<file path="src/design/cdq_pkg.sv">
// Package for the circular deque: word type, request and status codes,
// and the command group broadcast to the storage cells. No dependencies.
`default_nettype none

package cdq_pkg;

   localparam int DEPTH  = 16;
   localparam int WORD_W = 32;

   typedef logic signed [WORD_W-1:0] word_type;

   typedef enum logic [2:0] {
      FUNC_PUSH_FRONT = 3'd0,
      FUNC_PUSH_REAR  = 3'd1,
      FUNC_POP_FRONT  = 3'd2,
      FUNC_POP_REAR   = 3'd3,
      FUNC_PEEK_FRONT = 3'd4,
      FUNC_PEEK_REAR  = 3'd5
   } func_type;

   typedef enum logic [1:0] {
      STATUS_OK        = 2'd0,
      STATUS_OVERFLOW  = 2'd1,
      STATUS_UNDERFLOW = 2'd2
   } status_type;

   // Command shared by every cell in the row.
   typedef struct packed {
      logic shift_right;  // push at the front: every entry moves one cell back
      logic shift_left;   // pop at the front: every entry moves one cell forward
      logic fill_rear;    // push at the rear: the first free cell takes the word
      logic drop_rear;    // pop at the rear: the last held cell lets go
   } cell_cmd_type;

endpackage

`default_nettype wire

</file>
<file path="src/design/cdq_ifs.sv">
// Handshake channels of the circular deque: request and response.
// Depends on cdq_pkg for the word type.
`default_nettype none

interface cdq_req_if;
   logic               valid;
   logic               ready;
   logic [2:0]         func;
   cdq_pkg::word_type  push_value;

   modport source (output valid, output func, output push_value, input ready);
   modport sink   (input valid, input func, input push_value, output ready);
endinterface

interface cdq_rsp_if;
   logic               valid;
   logic               ready;
   cdq_pkg::word_type  read_value;
   logic [1:0]         status;

   modport source (output valid, output read_value, output status, input ready);
   modport sink   (input valid, input read_value, input status, output ready);
endinterface

`default_nettype wire

</file>
<file path="src/design/cdq_cell.sv">
// One storage cell of the deque row: holds a word and a valid bit and trades
// its word with its neighbors on a shift. Depends on cdq_pkg.
`default_nettype none

module cdq_cell (
   input  wire                   clock,
   input  wire                   reset,
   input  cdq_pkg::cell_cmd_type cmd,
   input  cdq_pkg::word_type     push_value,
   input  cdq_pkg::word_type     left_data,
   input  wire                   left_valid,
   input  cdq_pkg::word_type     right_data,
   input  wire                   right_valid,
   output cdq_pkg::word_type     data_out,
   output logic                  valid_out,
   output cdq_pkg::word_type     rear_data
);
   import cdq_pkg::*;

   word_type data_ff;
   word_type data_in;
   logic     valid_ff;
   logic     valid_in;
   logic     is_rear;

   // The held entries always fill the row from cell zero, so the rear entry
   // is the one held cell whose right neighbor is free.
   assign is_rear = valid_ff && !right_valid;

   always_comb begin
      data_in  = data_ff;
      valid_in = valid_ff;
      if (cmd.shift_right) begin
         data_in  = left_data;
         valid_in = left_valid;
      end else if (cmd.shift_left) begin
         data_in  = right_data;
         valid_in = right_valid;
      end else if (cmd.fill_rear && !valid_ff && left_valid) begin
         data_in  = push_value;
         valid_in = 1'b1;
      end else if (cmd.drop_rear && is_rear) begin
         valid_in = 1'b0;
      end
   end

   always_ff @(posedge clock) begin
      if (reset) begin
         valid_ff <= 1'b0;
      end else begin
         valid_ff <= valid_in;
      end
   end

   always_ff @(posedge clock) begin
      data_ff <= data_in;
   end

   assign data_out  = data_ff;
   assign valid_out = valid_ff;
   assign rear_data = is_rear ? data_ff : '0;

endmodule

`default_nettype wire

</file>
<file path="src/design/circular_deque.sv">
// Top level of the circular deque: decodes requests, drives the cell row
// and registers the response. Depends on cdq_pkg, cdq_ifs and cdq_cell.
//
// The deque holds up to DEPTH words in a row of cells with the front entry
// always in the first cell; a push or pop at the front shifts the whole row
// by one, a push or pop at the rear touches only the cell at the boundary of
// the held entries. Every request gives exactly one response, registered in
// the cycle after the transaction is accepted, and a new request is taken
// every cycle as long as the response side keeps up; the response register
// is the only thing that can hold the request side back. Pushes to a full
// deque report overflow and change nothing, pops and peeks on an empty
// deque report underflow, and unused request codes return zero with an ok
// status. There is no setup after reset.
`default_nettype none

module circular_deque (
   input wire           clock,
   input wire           reset,
   cdq_req_if.sink      req_ch,
   cdq_rsp_if.source    rsp_ch
);
   import cdq_pkg::*;

   logic         accept;
   logic         full;
   logic         empty;
   cell_cmd_type cmd;
   logic [DEPTH-1:0] cell_valid;
   word_type     cell_data [DEPTH];
   word_type     cell_rear [DEPTH];
   word_type     rear_value;
   word_type     read_value_in;
   status_type   status_in;

   logic         rsp_valid_ff;
   logic         rsp_valid_in;
   word_type     rsp_read_value_ff;
   status_type   rsp_status_ff;

   assign req_ch.ready = !rsp_valid_ff || rsp_ch.ready;
   assign accept       = req_ch.valid && req_ch.ready;
   assign empty        = !cell_valid[0];
   assign full         = cell_valid[DEPTH-1];

   always_comb begin
      rear_value = '0;
      for (int i = 0; i < DEPTH; i++) begin
         rear_value = rear_value | cell_rear[i];
      end
   end

   always_comb begin
      cmd           = '0;
      read_value_in = '0;
      status_in     = STATUS_OK;
      case (req_ch.func)
         FUNC_PUSH_FRONT, FUNC_PUSH_REAR: begin
            if (full) begin
               status_in = STATUS_OVERFLOW;
            end else if (req_ch.func == FUNC_PUSH_FRONT) begin
               cmd.shift_right = accept;
            end else begin
               cmd.fill_rear = accept;
            end
         end
         FUNC_POP_FRONT, FUNC_POP_REAR, FUNC_PEEK_FRONT, FUNC_PEEK_REAR: begin
            if (empty) begin
               status_in = STATUS_UNDERFLOW;
            end else begin
               if (req_ch.func inside {FUNC_POP_FRONT, FUNC_PEEK_FRONT}) begin
                  read_value_in = cell_data[0];
               end else begin
                  read_value_in = rear_value;
               end
               cmd.shift_left = accept && (req_ch.func == FUNC_POP_FRONT);
               cmd.drop_rear  = accept && (req_ch.func == FUNC_POP_REAR);
            end
         end
         default: begin
         end
      endcase
   end

   for (genvar i = 0; i < DEPTH; i++) begin : g_cell
      word_type left_data;
      logic     left_valid;
      word_type right_data;
      logic     right_valid;

      if (i == 0) begin : g_first
         // The first cell takes the pushed word on a front shift.
         assign left_data  = req_ch.push_value;
         assign left_valid = 1'b1;
      end else begin : g_inner_left
         assign left_data  = cell_data[i-1];
         assign left_valid = cell_valid[i-1];
      end

      if (i == DEPTH - 1) begin : g_last
         assign right_data  = '0;
         assign right_valid = 1'b0;
      end else begin : g_inner_right
         assign right_data  = cell_data[i+1];
         assign right_valid = cell_valid[i+1];
      end

      cdq_cell u_cell (
         .clock       (clock),
         .reset       (reset),
         .cmd         (cmd),
         .push_value  (req_ch.push_value),
         .left_data   (left_data),
         .left_valid  (left_valid),
         .right_data  (right_data),
         .right_valid (right_valid),
         .data_out    (cell_data[i]),
         .valid_out   (cell_valid[i]),
         .rear_data   (cell_rear[i])
      );
   end

   always_comb begin
      rsp_valid_in = rsp_valid_ff;
      if (accept) begin
         rsp_valid_in = 1'b1;
      end else if (rsp_ch.ready) begin
         rsp_valid_in = 1'b0;
      end
   end

   always_ff @(posedge clock) begin
      if (reset) begin
         rsp_valid_ff <= 1'b0;
      end else begin
         rsp_valid_ff <= rsp_valid_in;
      end
   end

   always_ff @(posedge clock) begin
      if (accept) begin
         rsp_read_value_ff <= read_value_in;
         rsp_status_ff     <= status_in;
      end
   end

   assign rsp_ch.valid      = rsp_valid_ff;
   assign rsp_ch.read_value = rsp_read_value_ff;
   assign rsp_ch.status     = rsp_status_ff;

`ifndef SYNTHESIS
   // Held entries form a single unbroken run of cells.
   a_contiguous: assert property (@(posedge clock) disable iff (reset)
      $onehot0(cell_valid & ~(cell_valid >> 1)))
      else $error("deque cells are not filled contiguously");

   a_push_fills: assert property (@(posedge clock) disable iff (reset)
      (accept && !full && (req_ch.func == FUNC_PUSH_FRONT || req_ch.func == FUNC_PUSH_REAR))
      |=> cell_valid[0])
      else $error("accepted push left the deque empty");

   a_overflow_keeps: assert property (@(posedge clock) disable iff (reset)
      (accept && full && (req_ch.func == FUNC_PUSH_FRONT || req_ch.func == FUNC_PUSH_REAR))
      |=> ($stable(cell_valid) && rsp_ch.status == STATUS_OVERFLOW))
      else $error("push to a full deque changed its contents");

   a_underflow: assert property (@(posedge clock) disable iff (reset)
      (accept && empty && (req_ch.func == FUNC_POP_FRONT || req_ch.func == FUNC_POP_REAR ||
                           req_ch.func == FUNC_PEEK_FRONT || req_ch.func == FUNC_PEEK_REAR))
      |=> (rsp_ch.status == STATUS_UNDERFLOW && rsp_ch.read_value == '0))
      else $error("read of an empty deque did not report underflow");

   a_response_follows: assert property (@(posedge clock) disable iff (reset)
      accept |=> rsp_ch.valid)
      else $error("accepted transaction gave no response");
`endif

endmodule

`default_nettype wire

</file>
<file path="src/flat_wrapper.sv">
// flat-port wrapper written by rule: the top's interface ports become plain ports
module circular_deque_flat import cdq_pkg::*;
  (clock, reset, req_ch_valid, req_ch_func, req_ch_push_value, req_ch_ready, rsp_ch_valid, rsp_ch_read_value, rsp_ch_status, rsp_ch_ready);
  cdq_req_if req_ch_i ();
  cdq_rsp_if rsp_ch_i ();
  input wire clock;
  input wire reset;
  input wire logic [$bits(req_ch_i.valid)-1:0] req_ch_valid;
  input wire logic [$bits(req_ch_i.func)-1:0] req_ch_func;
  input wire logic [$bits(req_ch_i.push_value)-1:0] req_ch_push_value;
  output wire logic [$bits(req_ch_i.ready)-1:0] req_ch_ready;
  output wire logic [$bits(rsp_ch_i.valid)-1:0] rsp_ch_valid;
  output wire logic [$bits(rsp_ch_i.read_value)-1:0] rsp_ch_read_value;
  output wire logic [$bits(rsp_ch_i.status)-1:0] rsp_ch_status;
  input wire logic [$bits(rsp_ch_i.ready)-1:0] rsp_ch_ready;
  assign req_ch_i.valid = req_ch_valid;
  assign req_ch_i.func = req_ch_func;
  assign req_ch_i.push_value = req_ch_push_value;
  assign req_ch_ready = req_ch_i.ready;
  assign rsp_ch_valid = rsp_ch_i.valid;
  assign rsp_ch_read_value = rsp_ch_i.read_value;
  assign rsp_ch_status = rsp_ch_i.status;
  assign rsp_ch_i.ready = rsp_ch_ready;
  circular_deque u_core (.clock(clock), .reset(reset), .req_ch(req_ch_i), .rsp_ch(rsp_ch_i));
endmodule
</file>
<file path="config.mk">
export PLATFORM = sky130hd
export DESIGN_NAME = circular_deque_flat
export DESIGN_NICKNAME = d
export VERILOG_FILES = /design/src/design/cdq_pkg.sv /design/src/design/cdq_ifs.sv /design/src/design/cdq_cell.sv /design/src/design/circular_deque.sv /design/src/flat_wrapper.sv
export SDC_FILE = /design/constraint.sdc
export NUM_CORES = 1
export LEC_CHECK = 0
export ABC_AREA = 1
export BUFFER_PORTS_ARGS = -buffer_cell sky130_fd_sc_hd__buf_2
export CAP_MARGIN = 30
export CORE_MARGIN = 2
export CORE_UTILIZATION = 40
export CTS_BUF_LIST = sky130_fd_sc_hd__clkbuf_16
export CTS_CLUSTER_DIAMETER = 80
export DETAILED_ROUTE_END_ITERATION = 16
export GPL_TIMING_DRIVEN = 0
export HOLD_SLACK_MARGIN = 0.03
export SETUP_SLACK_MARGIN = 0.4
export SLEW_MARGIN = 20
export SYNTH_ARGS = -nofsm -noshare
export SYNTH_HDL_FRONTEND = slang
export SYNTH_HIERARCHICAL = 1
export SYNTH_SLANG_ARGS = --single-unit
</file>
<file path="constraint.sdc">
create_clock -name clock -period 6.4 [get_ports clock]
set_input_delay 0.64 -clock clock [delete_from_list [all_inputs] [get_ports clock]]
set_output_delay 0.64 -clock clock [all_outputs]
set_load 0.005 [all_outputs]
</file>
; Yosys cells after proc, flatten, opt, wreduce, memory -nomap -nowiden
; Index checks and enable logic that the tools add are counted.
[word_totals]
out_inout_bits = 36
word_cells = 320
regBits = 563
[classes]
bitwise = 15
mux = 144
eq_ne = 5
reduce_logical = 121
[op_table]
columns = operator, n
row1 = $mux W32, 65
row2 = $or A32 B32 Y32, 15
row3 = $mux W1, 77
row4 = $logic_and A1 B1 Y1, 65
row5 = $reduce_bool A4 Y1, 16
row6 = $reduce_bool A3 Y1, 16
row7 = $logic_not A1 Y1, 17
row8 = $eq A3 B2 Y1 const B, 2
row9 = $eq A3 B3 Y1 const B, 2
row10 = $pmux W2 S2, 1
row11 = $reduce_bool A2 Y1, 2
row12 = $reduce_or A4 Y1, 1
row13 = $eq A3 B1 Y1 const B, 1
row14 = $logic_not A3 Y1, 1
row15 = $mux W2, 1
row16 = $reduce_and A2 Y1, 1
row17 = $reduce_or A2 Y1, 1
row18 = $logic_or A1 B1 Y1, 1

; Logic depth before layout (Yosys ltp)
; Gate-level depths: netlist of run 1.
[logic_depth]
depth_word = 19
depth_mapped = 12
ltp_nobuf = 11

; Modules after synthesis
; The synthesis of run 1 kept the hierarchy.
[modules_own_cells]
columns = mod, n_inst, cells_each, area_per_inst_um2
row1 = cdq_cell, 16, 259, 2039.5
row2 = circular_deque, 1, 716, 3717.3

; Worst setup path before layout of run 1
; No wires, ideal clock.
[synth_path]
path_type = input port to flip-flop
startpoint = in rsp_ch_ready
endpoint = reg u_core.g_cell[0].u_cell.data_ff[0] (enable)
n_path_buf = 1
slack_ns = 1.587
arrival_ns = 4.423
stages = 9
cell_sequence = inv_1 -> nand2_1 -> nand2_1 -> inv_1 -> nand3_1 -> nor3_1 -> buf_6 -> nor2_1 -> nand2_1
[synth_rtl]
columns = element, line
row1 = "start, declared", flat_wrapper.sv:15  ; input wire logic [$bits(rsp_ch_i.ready)-1:0] rsp_ch_ready;
row2 = "end signal, assigned", cdq_cell.sv:56  ; data_ff <= data_in;
row3 = "end, declared", cdq_cell.sv:20  ; word_type data_ff;

==> run metrics, run 1 <==
outcome=finished, final reports clean; leak pwr=18.9 nW; vias=31700; Worst Reg-to-Reg Cells=10; # Max-Cap Violations=0; CP startpoint kind=flop; final setup TNS=0 ns; Port Buffer Count=74; count leader, synth=nor2_1; fmax=0.272 GHz; first-pass GRT wire length=171000 um; Design Power=9.10 mW; Ys Warns=6; area of the mapped netlist=36300 um2; CTS tree=built; Initial Util=40.4%; post-detail-place hpwl=88000 um; number of synthesized flops with an enable pin=546; slew at the pin with the worst max-slew slack=0.927 ns; VDD IR max=209 uV; combinational fraction of design power=10.8%; CORE AREA=90000 um2; area post-placement=38600 um2; WHS Path Cells=4; ys flop type=edfxtp_1; post-synthesis async set-or-reset flop share=0%; cts hold-fix bufs=0; part of the power in the clock network=42.3%; Rows=110; post-synthesis mux area share=0%; Synth Area in Simple Gates=24.4%; leading post-synthesis cells by cell area=edfxtp_1 (45%), nor2_1 (15%), a21oi_1 (13%), nand2_1 (8.5%), inv_1 (6.2%); WP data arrival=3.91 ns; Die Area=93300 um2; Skew-Pair Late Insertion Delay=0.62 ns; Net Sw Frac=26.0%; post-CTS sizing=0; FF-to-FF End=u_core/g_cell[11].u_cell/data_out[16]$_DFFE_PP_; Min-Delay Endpoint=u_core/rsp_ch.valid$_SDFFE_PP0P_; I/O pins=75; DRC Markers=0; switching pwr=2.36 mW; via count of the first global-routing pass=30600; Yosys reg bits=563; clock root buffer=clkbuf_16; clock sinks=563; Final Max Tran Viols=0; clk buf depth=3; clock-pin slew on the worst setup and hold paths=0.05 ns; post-synth cell types=20; share of layout cells above drive strength 1=12.2%; total global-route track usage=23.1%; Seq/Total Area, Yosys=46.0%; critical path class=reg2reg; Gate Count Post-Synth=4860; pwr dens=223 nW/um2; hold path startpoint=rsp_ch_ready; class of the tightest hold or removal check=in2reg; Post-Synth Adder-Cell Area=0%; WL per Instance=17.6 um; compound-gate portion of the synthesized area=15.3%; drt pass-1 iters=5; fin cells=6282; CTS buffer count=70; Fin. Hold Viols=0; RR Startpoint=u_core/rsp_ch.valid$_SDFFE_PP0P_; GP Congestion=0.854; Hold WS=0.329 ns; Yosys top cell area share=45.1%; Yosys top cell by area=edfxtp_1; Final ANT Viol Nets=0; largest family of logic cells by synthesized area=simple AND/OR/NAND/NOR gates; synthesized area per cell=7.48 um2; Overflow after GRT=0; antenna violations before repair=0; top cells by count, synth=nor2_1 (1457), a21oi_1 (945), nand2_1 (822); Reg2Reg Setup Slack=2.72 ns; fin nets=5090; Flop pwr share=46.9%; Worst Path Required=6.63 ns; H-tree Lvls=3; RSZ-0062 raised after global routing=false; Setup Buffers After CTS=0; Pint=6.74 mW; final wirelength=110000 um; Final Cell Area=40700 um2; Die H=305 um; peak fanout along the critical path=35; xor and xnor area share after synthesis=0%; Slew headroom=38.0%; final setup fails=0; largest net degree at the start of global routing=36; vias per inst=5.04; Area Overhead vs Synth=12.1%; die width=305 um; drt first-iter violations=2845; Tcrit/Tclk final=57.5%; Antenna Cells=0; dpl cells=6155; min Tclk post-route=3.68 ns; Setup Skew=0.0178 ns; crit end category=flop
flip-flops by register name, summed over array words and instances (netlist names):
| signal | count |
|---|---|
| u_core/rsp_ch.read_value | 32 |
| u_core/g_cell.u_cell/valid_out | 16 |
| u_core/g_cell.u_cell/data_out | 512 |
| u_core/rsp_ch.valid | 1 |
| u_core/rsp_ch.status | 2 |
how the worst max path moves through the flow:
| stage | startpoint | to | slack, ns | cells after the start |
|---|---|---|---|---|
| floorplan | rsp_ch_ready | u_core/g_cell[0].u_cell/data_out[0]$_DFFE_PP_ | 1.59 | 9 |
| global placement | rsp_ch_ready | u_core/g_cell[14].u_cell/data_out[13]$_DFFE_PP_ | -0.44 | 10 |
| detailed placement | rsp_ch_ready | u_core/g_cell[11].u_cell/data_out[16]$_DFFE_PP_ | 2.25 | 12 |
| CTS | u_core/rsp_ch.valid$_SDFFE_PP0P_ | u_core/g_cell[11].u_cell/data_out[16]$_DFFE_PP_ | 2.67 | 10 |
| global route | u_core/rsp_ch.valid$_SDFFE_PP0P_ | u_core/g_cell[13].u_cell/data_out[28]$_DFFE_PP_ | 2.43 | 10 |
| finish | u_core/rsp_ch.valid$_SDFFE_PP0P_ | u_core/g_cell[11].u_cell/data_out[16]$_DFFE_PP_ | 2.72 | 10 |
per-stage QoR:
stage,setup slack (ns),util [%]
6_report,2.72,45.3
5_1_grt,2.43,45.3
4_1_cts,2.67,45.3
3_5_place_dp,2.25,42.8
3_3_place_gp,-0.436,42.6
2_1_floorplan,1.59,-
cells in the final DEF, fill, tap and decap left out, types with 5 or more instances in the layout:
cell and n:
a21oi_1 945, a21oi_2 96, buf_16 5, buf_2 127
buf_4 58, buf_6 180, clkbuf_16 73, clkinv_1 17
clkinv_2 18, clkinv_4 16, conb_1 35, dfxtp_1 17
edfxtp_1 546, inv_1 610, inv_4 16, nand2_1 806
nand2_2 17, nand3_1 50, nor2_1 1457
area by class of cell:
| type | count | area, um2 |
|---|---|---|
| Fill cell | 9205 | 49300 |
| Tap cell | 1176 | 1470 |
| Sequential cell | 563 | 16700 |
| Timing Repair Buffer | 86 | 556 |
| Buffer | 285 | 2680 |
| Clock buffer | 73 | 1830 |
| Multi-Input combinational cell | 3413 | 14600 |
| Clock inverter | 54 | 350 |
| Inverter | 632 | 2490 |
worst max-delay path, stage by stage (launching register included):
cell     delay [ns]
dfxtp_1        0.30
nand2_1        0.09
nand2_1        0.15
inv_2          0.60
nand3_1        0.26
nor3_2         0.49
buf_4          0.29
buf_4          0.20
buf_6          0.17
nor2_1         0.07
nand2_2        0.64
power groups by stage:
stage / combinational, mW / sequential (mW) / clock [mW]
CTS: 0.991 / 4.26 / 3.94
global placement: 0.952 / 4.35 / 0
finish: 0.987 / 4.26 / 3.85
detailed placement: 0.987 / 4.34 / 0
floorplan: 0.640 / 4.31 / 0
global route: 1.09 / 4.27 / 4.07
metal layers:
metal / up-vias / track usage [%] / part of all wire, %
met5: - / 0 / 0
li1: 15900 / - / -
met2: 756 / 39.2 / 47
met4: 0 / 7.11 / 2.6
met1: 14900 / 31.0 / 45
met3: 130 / 2.39 / 4.6
cell families (layout without fill, tap and decap cells):
group / after synthesis / after routing
flip-flops: 563 / 563
other: 2 / 35
AO/OA/AOI/OAI: 1041 / 1041
AND/OR/NAND/NOR: 2337 / 2337
buffers and inverters: 917 / 1130
(Power assumes the default switching activity.)
==> run 2: changes to the inputs <==
==> constraint.sdc (replaced) <==
create_clock -name clock -period 3.6 [get_ports clock]
set_input_delay 0.36 -clock clock [delete_from_list [all_inputs] [get_ports clock]]
set_output_delay 0.36 -clock clock [all_outputs]
set_load 0.005 [all_outputs]
==> run metrics, run 2 (synthesis gave the netlist of run 1 again) <==
drt first-iter violations=2973; vias per inst=5.03; Final Max Tran Viols=0; fill count=9122; total global-route track usage=23.1%; WP data arrival=3.01 ns; class of the tightest hold or removal check=in2reg; commonest non-fill, non-tap cell in the layout=nor2_1; routed wl met3=5590 um; slew at the pin with the worst max-slew slack=0.780 ns; # Max-Cap Violations=0; CP startpoint kind=primary input; final setup fails=0; Antenna Cells=0; RSZ-0062 raised after global routing=false; share of layout cells above drive strength 1=11.8%; antenna violations before repair=1; highest routed layer=met5; Hold WS=0.102 ns; CP max stage delay=0.52 ns; clock-pin slew on the worst setup and hold paths=0.05 ns; peak fanout along the critical path=33; Setup Skew=0.0136 ns; outcome=finished, final reports clean; post-layout util=45.2%; final wirelength=110000 um; die width=305 um; Flop pwr share=47.2%; DRC Markers=0; VDD IR max=303 uV; H-tree Lvls=3; Worst Reg-to-Reg Cells=9; pwr dens=395 nW/um2; CTS buffer count=70; Skew-Pair Late Insertion Delay=0.61 ns; clk buf depth=3; Die Area=93300 um2; fin nets=5087; Port Buffer Count=74; Net Sw Frac=25.7%; most frequent cells in the layout=nor2_1 (1457), a21oi_1 (945), nand2_1 (806); GP Congestion=0.852; max FFs per register=512; via count of the first global-routing pass=30200; largest net degree at the start of global routing=34; CORE AREA=90000 um2; clock root buffer=clkbuf_16; Final ANT Viol Nets=0; clock sinks=563; Rows=110; Initial Util=40.4%; Tcrit/Tclk final=77.0%; vias=31600; Worst Path Required=3.84 ns; post-route met1 wirelength=49600 um; leak pwr=18.9 nW; fmax=0.361 GHz; combinational fraction of design power=10.9%; CP max-delay cell=dlygate4sd3_1; first-pass GRT wire length=171000 um; worst path cell trace=dlygate4sd3_1, buf_2, inv_1, nand2_1, nand2_1, clkinvlp_4, nand3_1, nor3_4, buf_8, buf_6, nor2_1, nand2_4; I/O pins=75; critical path class=in2reg; Design Power=16.1 mW; post-detail-place hpwl=87500 um; Slew headroom=47.7%; Die H=305 um; Met2 Routed Length=52100 um; min Tclk post-route=2.77 ns; Area Overhead vs Synth=12.0%; CTS tree=built; Overflow after GRT=0; WL per Instance=17.6 um; switching pwr=4.12 mW; drt pass-1 iters=6; WHS Path Cells=2; most used cell, CP=nand2_1; Fin. Hold Viols=0; part of the power in the clock network=41.9%; Pint=11.9 mW; crit end category=flop
==> run 2: cell types whose count changed in the layout (fill, tap and decap cells not counted), sizes merged <==
cell / before / now
clkinv: 51 / 38
inv: 631 / 639
dlygate4sd3: 0 / 1
buf: 370 / 365
clkinvlp: 0 / 2
==> run 2: worst paths after layout <==
check | from | to | slack, ns
worst min-delay path | req_ch_func[2] | u_core/rsp_ch.status[0]$_DFFE_PP_ | 0.10
worst max-delay path | rsp_ch_ready | u_core/g_cell[14].u_cell/data_out[14]$_DFFE_PP_ | 0.83
worst min register to register | u_core/rsp_ch.valid$_SDFFE_PP0P_ | u_core/rsp_ch.valid$_SDFFE_PP0P_ | 0.51
worst max register to register | u_core/rsp_ch.valid$_SDFFE_PP0P_ | u_core/g_cell[14].u_cell/data_out[14]$_DFFE_PP_ | 0.92
==> run 2: worst max-delay path, delay by kind of cell <==
kind / cells / cell delay, ns
buffers and inverters: 6 / 1.21
and+or+nand+nor: 6 / 1.41
==> run 2: repair_timing <==
action,4_1_cts,5_1_grt
gates cloned,1,0
endpoints found under the setup margin,528,462
pin swaps,1,0
gates resized for setup,13,3
hold buffers,1,0
setup buffers,2,1
hold endpoints to repair,1,0
==> run 2: power groups by stage <==
stage / Sequential [mW] / Combinational, mW / Clock [mW]
after detailed placement: 7.72 / 1.75 / 0
after global placement: 7.72 / 1.70 / 0
after floorplan: 7.66 / 1.14 / 0
after CTS: 7.58 / 1.76 / 6.89
after global routing: 7.60 / 1.95 / 7.12
final: 7.58 / 1.75 / 6.73
==> run 2: cell type report <==
| class | count | area [um2] | area share, % |
|---|---|---|---|
| Sequential cell | 563 | 16700 | 41.1 |
| Multi-Input combinational cell | 3413 | 14700 | 36.2 |
| Buffer | 285 | 2680 | 6.59 |
| Inverter | 632 | 2500 | 6.13 |
| Clock buffer | 73 | 1830 | 4.49 |
| Tap cell | 1176 | 1470 | 3.62 |
| Timing Repair Buffer | 82 | 455 | 1.12 |
| Clock inverter | 50 | 303 | 0.744 |
| Timing Repair inverter | 1 | 5.00 | 0.0123 |
==> run 2: metal layers <==
layer | up-vias | GRT usage [%]
met5 | - | 0
met4 | 2 | 6.98
met3 | 142 | 2.35
met1 | 14800 | 31.4
li1 | 15800 | -
met2 | 775 | 39.0
==> run 2: per-stage QoR <==
stage | TNS [ns] | cell area, um2 | cells | setup WS, ns
3_5_place_dp | -59.14 | 38400 | 6147 | -0.199
6_report | 0 | 40700 | 6275 | 0.827
5_1_grt | 0 | 40700 | 6275 | 0.632
3_3_place_gp | -166.81 | 38400 | 6143 | -0.384
4_1_cts | 0 | 40700 | 6274 | 0.450
2_1_floorplan | 0 | 36500 | 4893 | 0.625
==> run 3: changes to the inputs <==
==> constraint.sdc (replaced) <==
create_clock -name clock -period 2.7 [get_ports clock]
set_input_delay 0.27 -clock clock [delete_from_list [all_inputs] [get_ports clock]]
set_output_delay 0.27 -clock clock [all_outputs]
set_load 0.005 [all_outputs]
==> run metrics, run 3 (synthesis gave the netlist of run 1 again) <==
Final ANT Viol Nets=0; total global-route track usage=23.4%; Net Sw Frac=26.0%; most frequent cells in the layout=nor2_1 (1345), a21oi_1 (945), nand2_1 (804); fin nets=5093; clock-pin slew on the worst setup and hold paths=0.06 ns; fmax=0.451 GHz; antenna violations before repair=1; Rows=110; CTS tree=built; slew at the pin with the worst max-slew slack=0.501 ns; WL per Instance=17.8 um; die width=305 um; I/O pins=75; WP data arrival=2.57 ns; CP max stage delay=0.40 ns; drt first-iter violations=2725; Pint=16.2 mW; critical path class=reg2reg; Hold WS=0.0950 ns; CORE AREA=90000 um2; part of the power in the clock network=42.9%; clk buf depth=3; max FFs per register=512; CP max-delay cell=dfxtp_1; Die H=305 um; Flop pwr share=46.3%; CP startpoint kind=flop; Final Max Tran Viols=0; Antenna Cells=0; Slew headroom=66.4%; drt pass-1 iters=6; Worst Path Required=3.05 ns; H-tree Lvls=3; via count of the first global-routing pass=30500; commonest non-fill, non-tap cell in the layout=nor2_1; switching pwr=5.67 mW; largest net degree at the start of global routing=34; leak pwr=19.0 nW; final wirelength=112000 um; Fin. Hold Viols=0; share of layout cells above drive strength 1=14.3%; DRC Markers=0; most used cell, CP=nor2_1; first-pass GRT wire length=173000 um; vias per inst=5.04; post-layout util=46.0%; pwr dens=527 nW/um2; Tcrit/Tclk final=82.1%; CTS buffer count=71; min Tclk post-route=2.22 ns; VDD IR max=385 uV; crit end category=flop; peak fanout along the critical path=10; Port Buffer Count=74; fill count=9195; Die Area=93300 um2; vias=31700; RSZ-0062 raised after global routing=true; Skew-Pair Late Insertion Delay=0.61 ns; GP Congestion=0.837; outcome=finished, final reports clean; clock sinks=563; # Max-Cap Violations=0; class of the tightest hold or removal check=in2reg; Area Overhead vs Synth=14.0%; worst path cell trace=inv_1, nand2_1, buf_2, nor2_1, nor2_1, nand2_1, nor2_1, nand2_1, nor2_1, nor2_1; combinational fraction of design power=10.9%; clock root buffer=clkbuf_16; post-detail-place hpwl=88500 um; Setup Skew=0.0178 ns; final setup fails=0; Overflow after GRT=0; Initial Util=40.4%
==> run 3: path summary, 6_finish.rpt <==
check / startpoint / slack [ns] / end / cells after the start
setup / recovery: u_core/g_cell[14].u_cell/valid_out$_SDFFE_PP0P_ / 0.48 / u_core/rsp_ch.read_value[20]$_SDFFCE_PN0P_ / 10
hold / removal: req_ch_func[1] / 0.09 / u_core/rsp_ch.status[0]$_DFFE_PP_ / 2
setup reg to reg: u_core/g_cell[14].u_cell/valid_out$_SDFFE_PP0P_ / 0.48 / u_core/rsp_ch.read_value[20]$_SDFFCE_PN0P_ / 10
hold reg to reg: u_core/g_cell[1].u_cell/valid_out$_SDFFE_PP0P_ / 0.58 / u_core/g_cell[2].u_cell/valid_out$_SDFFE_PP0P_ / 4
==> run 3: power groups by stage <==
stage | clock network (mW) | registers, mW | logic [mW]
floorplan | 0 | 10.2 | 1.56
global placement | 0 | 10.3 | 2.30
global route | 9.88 | 10.1 | 2.64
detailed placement | 0 | 10.3 | 2.36
CTS | 9.58 | 10.1 | 2.38
finish | 9.37 | 10.1 | 2.37
==> run 3: per-stage QoR <==
step                      TNS [ns]  instance area, um2  power, mW  setup slack, ns  std cells
final                            0               41400       21.8            0.483       6283
after global routing             0               41400       22.7            0.375       6283
after CTS                        0               41400       22.1            0.461       6282
after detailed placement   -247.99               39100       12.7           -0.410       6147
after global placement     -648.04               39000       12.6            -1.19       6143
after floorplan                  0               37200       11.8            0.256       4893
==> run 3: what timing repair did <==
item	in CTS	in global routing
cloned	1	0
setup endpoints to repair	1040	81
hold endpoints to repair	2	0
resized for setup	0	5
hold buffers	3	0
pin swaps	3	0
setup buffers	5	0
==> run 3: final cells by class <==
type,count,area [um2],area share (%)
Clock inverter,51,348,0.840
Timing Repair inverter,1,5.00,0.0121
Multi-Input combinational cell,3413,15300,36.8
Timing Repair Buffer,87,505,1.22
Sequential cell,563,16700,40.4
Inverter,632,2540,6.12
Buffer,285,2690,6.50
Tap cell,1176,1470,3.55
Clock buffer,75,1880,4.53
==> run 3: per-layer routing <==
metal	track usage, %	share of wire [%]
met5	0	0.012
met4	6.78	2.4
met3	2.63	4.6
met2	39.3	47
met1	31.9	46
==> run 3: worst max-delay path: cells and delay by family, from the launching register on <==
family        cells  cell delay [ns]
buf+inv           2             0.44
flops             1             0.40
simple gates      8             1.10
